--- src/rtl/isb_pkg.sv ---
// package for the integer scale pixel blitter: types, constants, defaults
package isb_pkg;

    localparam int ADDR_W      = 16;
    localparam int COLOR_W     = 15;
    localparam int SRC_W       = 8;
    localparam int PIXEL_W     = 32;
    localparam int SCALE_W     = 4;
    localparam int CFG_INDEX_W = 2;
    localparam int CFG_DATA_W  = 8;

    localparam int SCREEN_WIDTH_DEF  = 240;
    localparam int SCREEN_HEIGHT_DEF = 160;
    localparam int MAX_SCALE_DEF     = 8;

    localparam logic [SRC_W-1:0] SOURCE_WIDTH_RST  = 8'd240;
    localparam logic [SRC_W-1:0] SOURCE_HEIGHT_RST = 8'd160;

    // register indexes of the configuration port
    typedef enum logic [CFG_INDEX_W-1:0] {
        CFG_SOURCE_WIDTH  = 2'd0,
        CFG_SOURCE_HEIGHT = 2'd1,
        CFG_DIRECT_MODE   = 2'd2
    } cfg_index_t;

    typedef enum logic [3:0] {
        ST_IDLE,
        ST_SCALE_W,
        ST_SCALE_H,
        ST_SCALE_CHK,
        ST_BASE_X,
        ST_BASE_Y,
        ST_BASE_A,
        ST_LOAD,
        ST_EMIT
    } state_t;

    typedef struct packed {
        logic [PIXEL_W-1:0] pixel_rgba;
    } pixel_t;

    typedef struct packed {
        logic [ADDR_W-1:0]  frame_index;
        logic [COLOR_W-1:0] color_bgr555;
        logic               last_of_pixel;
        logic               last_of_frame;
    } write_t;

    typedef struct packed {
        logic [CFG_INDEX_W-1:0] index;
        logic [CFG_DATA_W-1:0]  value;
    } cfg_t;

endpackage

--- src/rtl/isb_mac.sv ---
// shared multiply-add unit: result = low bits of a * b + c, registered
module isb_mac #(
    parameter int B_W = 11
) (
    input  logic                       clk,
    input  logic [isb_pkg::ADDR_W-1:0] a,
    input  logic [B_W-1:0]             b,
    input  logic [isb_pkg::ADDR_W-1:0] c,
    output logic [isb_pkg::ADDR_W-1:0] result
);
    localparam int PROD_W = isb_pkg::ADDR_W + B_W;

    logic [PROD_W-1:0]          prod;
    logic [isb_pkg::ADDR_W-1:0] result_reg;
    logic [isb_pkg::ADDR_W-1:0] result_next;

    // product kept to the address width, then offset added
    always_comb
    begin
        prod        = PROD_W'(a) * PROD_W'(b);
        result_next = prod[isb_pkg::ADDR_W-1:0] + c;
    end

    always_ff @(posedge clk)
    begin
        result_reg <= result_next;
    end

    assign result = result_reg;
endmodule

--- config.mk ---
export PLATFORM = sky130hd
export DESIGN_NAME = isb_mac
export DESIGN_NICKNAME = d
export VERILOG_FILES = /design/src/rtl/isb_pkg.sv /design/src/rtl/isb_mac.sv
export SDC_FILE = /design/constraint.sdc
export NUM_CORES = 1
export LEC_CHECK = 0
export CELL_PAD_IN_SITES_DETAIL_PLACEMENT = 0
export CELL_PAD_IN_SITES_GLOBAL_PLACEMENT = 1
export CORE_UTILIZATION = 30
export CTS_CLUSTER_DIAMETER = 120
export CTS_CLUSTER_SIZE = 12
export DETAILED_ROUTE_END_ITERATION = 8
export DONT_BUFFER_PORTS = 1
export GPL_TIMING_DRIVEN = 0
export PLACE_DENSITY_LB_ADDON = 0.1
export SLEW_MARGIN = 0
export SYNTH_ARGS = -nofsm -noshare
export SYNTH_HDL_FRONTEND = slang
export SYNTH_SLANG_ARGS = --single-unit
--- constraint.sdc ---
create_clock -name clk -period 4.6 [get_ports clk]
set_input_delay 0.46 -clock clk [delete_from_list [all_inputs] [get_ports clk]]
set_output_delay 0.46 -clock clk [all_outputs]
set_load 0.005 [all_outputs]
==> Word-level counts from Yosys, hierarchy flattened <==
Cells that the tools add are included.
{ "classes": {"addsub": 1, "mul": 1} }
{ "ops": {"columns": ["cell", "count"], "rows": [
  ["$add A16 B16 Y16", 1],
  ["$mul A16 B11 Y16", 1]
]} }
{ "totals": {"word_cells": 3, "reg_bits": 16, "in_bits": 44, "out_inout_bits": 16} }

==> Longest topological paths before layout <==
{ "logic_depth": {"word_depth": 2, "depth_mapped": 19, "ltp_nobuf": 18} }

==> Least setup slack after synthesis <==
Ideal clock, no wire load.
{ "synth_timing": {"kind": "input port to flip-flop", "startpoint": "input b[2]", "endpoint": "register result_reg, in the netlist result[14]", "path_stages": 17, "setup_slack_ns": -0.062, "n_path_buf": 1, "t_required_ns": 4.528, "setup_ns": 0.072, "arrival_ns": 4.590, "cell_sequence": "clkbuf_1 -> nand2_1 -> fa_1 -> fa_1 -> inv_1 -> fa_1 -> fa_1 -> inv_1 -> fa_1 -> inv_1 -> ha_1 -> a21o_1 -> a21oi_1 -> o21ai_0 -> a21o_1 -> a211oi_1 -> xnor2_1"} }
{ "synth_via": {"elab_chain_cells": 2} }
{ "synth_lines": {"columns": ["element", "line_no", "source"], "rows": [
  ["start: declaration", "isb_mac.sv:7", "input logic [B_W-1:0] b,"],
  ["$mul A16 B11 Y16", "isb_mac.sv:20", "prod = PROD_W'(a) * PROD_W'(b);"],
  ["$add A16 B16 Y16", "isb_mac.sv:21", "result_next = prod[isb_pkg::ADDR_W-1:0] + c;"],
  ["named net result_next, one bit", "isb_mac.sv:15", "logic [isb_pkg::ADDR_W-1:0] result_next;"],
  ["end signal: assignment", "isb_mac.sv:26", "result_reg <= result_next;"],
  ["end: declaration", "isb_mac.sv:14", "logic [isb_pkg::ADDR_W-1:0] result_reg;"]
]} }
The timed path passes the listed nets, and every way through them passes these cells.

==> Worst setup path after layout <==
{ "layout_timing": {"startpoint": "input a[7] (netlist bit)", "endpoint": "register result_reg, in the netlist result[13]"} }
{ "layout_via": {"elab_chain_cells": 2} }
{ "layout_lines": {"columns": ["element", "line_no", "source"], "rows": [
  ["start: declaration", "isb_mac.sv:6", "input logic [isb_pkg::ADDR_W-1:0] a,"],
  ["$mul A16 B11 Y16", "isb_mac.sv:20", null],
  ["$add A16 B16 Y16", "isb_mac.sv:21", null],
  ["named net result_next, one bit", "isb_mac.sv:15", null]
]} }
The timed path passes the listed nets, and every way through them passes these cells.

==> results.yml <==
clock_network:
  cts.sinks: 16
  cts_hold_buf: 0
  clk_path_buf_depth: 2
  numCtsBuffers: 3
  cts_tree: "done"
  postCtsSetupRepairBufs: 0
  clockRootBuffer: "clkbuf_16"
  h-tree-depth: 1
  clk_pin_slew_ns: 0.06
timing:
  period_share_pct: 95.5
  fmax_mhz: 228
  fin_crit_ns: 4.39
  worst_pin_slew_ns: 0.429
  maxSlewHeadroom_pct: 71.1
  rsz0062_at_grt: "no"
  finalSetupViolCount: 0
  fin_tns_setup_ns: 0
  maxSlewViolCount: 0
  hold_viol: 0
critical_path:
  crit_path_end_kind: "register"
  path_class: "input port to register"
  worstPathArrival_ns: 4.55
  worstPathCellList: "clkbuf_4 > nand2_1 > fa_1 > fa_1 > fa_1 > inv_1 > fa_1 > inv_1 > fa_1 > inv_1 > ha_1 > o21a_1 > o21ai_1 > a21oi_2 > o21a_1 > o311ai_2"
  timing.critical_path.required_ns: 4.75
  startpoint: "a[7]"
  startpoint_type: "input port"
  worstPathMaxFanout: 9
  crit_path_frequent_cell: "fa_1"
  slowest_stage: "fa_1"
  critPathMaxStageDelay_ns: 0.56
floorplan:
  start_util_pct: 31.3
  io_pins: 60
  core_area_um2: 13500
  die_w_um: 121
  die_y_um: 121
  num_rows: 42
  dieArea_um2: 14500
logic_synthesis:
  synth.top_cell.area_share_pct: 42.3
  ys_seq_elements: 16
  yosys_warnings: 0
  yosysSeqAreaShare_pct: 7.60
  netlist_instances: 493
  ys_types: 30
  yosys-top-cells-area: "fa_1, inv_1, ha_1"
  synth_top_area_cell: "fa_1"
  synth.avg_cell_area_um2: 8.55
  synthesis.nets: 660
  syn_area_um2: 4210
grt:
  grt_overflow_total: 0
  grt_usage_pct: 15.8
  grt_pass1_wl_mm: 17.3
  grt_pass1_vias: 3306
  antenna_found_initial: 0
  grt_max_degree: 11
cells_and_area:
  design_area_um2: 4620
  antenna_cells: 0
  fin_nets: 665
  syn_to_final_growth_pct: 9.74
  drive_gt1_share_pct: 7.26
  largest_register_ffs: 16
routing:
  drc: 0
  ant_nets: 0
  post_drt_wl_per_cell_um: 15.4
  via_count: 2900
  firstDrtPassIters: 4
  via_per_inst: 4.32
  routed_wl_mm: 10.3
  drt-initial-drc-count: 86
power:
  p_per_area_nw_per_um2: 686
  p_total_mw: 3.17
  p_leak_nw: 2.41
  vdd.ir_drop.worst_mv: 0.361
placement:
  io_buffers: 0
  hpwl_mm: 8.77
  place_congestion: 0.762
  placed_area_um2: 4440
min_path:
  min_from: "c[0]"
  min_path_type: "input port to register"
run:
  maxCapViolations: 0
run_status:
  status: "complete, no violations"
==> cell type report <==
cell class,instances,area [µm²]
buffer,16,100
clock buffer,3,75.1
fill,1485,8830
inverter,144,541
multi-input combinational,317,3370
sequential,16,320
tap,176,220
==> timing repair <==
item	4_1_cts	5_1_grt
gates resized for setup	17	20
pin swaps	1	2
setup endpoints to repair	5	5
cloned	0	0
==> power by group <==
| group | switching (mW) | total, mW | internal, mW |
|---|---|---|---|
| Clock | 0.0590 | 0.173 | 0.114 |
| Sequential | 0.0296 | 0.275 | 0.245 |
| Combinational | 1.46 | 2.72 | 1.26 |
| Total | 1.55 | 3.17 | 1.62 |
==> metrics by stage <==
stage,worst slack [ns],utilization (%),cells,hold WS [ns]
after floorplan,0.00132,-,493,0.590
after global placement,-0.549,33.0,669,0.590
after detailed placement,-0.616,33.0,669,0.607
final,0.205,34.4,672,0.344
after global routing,0.0116,34.4,672,0.341
after CTS,0.0144,33.9,672,0.339
==> cells in the final DEF, fill, tap and decap left out, types with 2 or more instances in the layout <==
| cell type | Yosys | final |
|---|---|---|
| nor2_1 | 5 | 5 |
| o21ai_0 | 5 | 4 |
| a21oi_1 | 9 | 6 |
| and2_2 | 2 | 2 |
| buf_4 | 1 | 4 |
| clkbuf_2 | 0 | 5 |
| xor2_1 | 6 | 6 |
| a21oi_2 | 0 | 3 |
| clkbuf_16 | 0 | 3 |
| inv_1 | 144 | 144 |
| nand2_1 | 86 | 86 |
| nor3_1 | 2 | 2 |
| xnor2_1 | 21 | 19 |
| a21o_1 | 4 | 4 |
| dfxtp_1 | 16 | 16 |
| ha_1 | 34 | 30 |
| nand2_2 | 2 | 2 |
| clkbuf_4 | 0 | 4 |
| xnor2_2 | 1 | 3 |
| fa_1 | 89 | 88 |
| and2_1 | 36 | 36 |
| nand2b_1 | 2 | 2 |
| nor2b_1 | 2 | 2 |
| ha_4 | 0 | 3 |
| buf_2 | 2 | 3 |
| o21a_1 | 3 | 3 |
==> worst paths after layout <==
path                                  to  slack [ns]  cells past startpoint
worst max-delay path  result[13]$_DFF_P_        0.21                     16
worst min-delay path   result[0]$_DFF_P_        0.34                      1
==> cells by family (layout without fill, tap and decap cells) <==
family	after synthesis	in the layout	share of synthesized area [%]
compound gates	26	26	3.86
buf+inv	160	163	14.4
flops	16	16	7.60
simple gates	139	139	15.2
fa+ha+maj	123	123	52.4
xor+xnor	29	29	6.53
==> Yosys cell counts <==
cell        n
nand2_2     2
dfxtp_1    16
buf_4       1
nand2_1    86
clkbuf_1   13
nand2b_1    2
xnor2_1    21
inv_1     144
xor2_1      6
nand3_1     1
nor2_1      5
a21boi_0    1
fa_1       89
nor4_1      1
xnor2_2     1
and2_2      2
nor3_1      2
xnor3_1     1
ha_1       34
o211ai_1    1
buf_2       2
o311ai_1    1
o21a_1      3
a211oi_1    1
and2_1     36
nor2b_1     2
a221oi_1    1
a21o_1      4
o21ai_0     5
a21oi_1     9
==> routing by layer <==
metal,GRT usage (%),vias up,wire (µm)
met1,20.7,1433,4700
met2,27.0,56,4980
met5,0,-,0
met4,4.09,0,140
li1,-,1403,-
met3,2.59,8,508
==> critical path: cells and delay by family <==
| family | cells | cell delay [ns] |
|---|---|---|
| adders and majority gates | 6 | 2.83 |
| AOI/OAI and AO/OA | 5 | 0.81 |
| buffers and inverters | 4 | 0.34 |
| and+or+nand+nor | 1 | 0.10 |
Note: power is estimated with default switching activity, not from simulation.
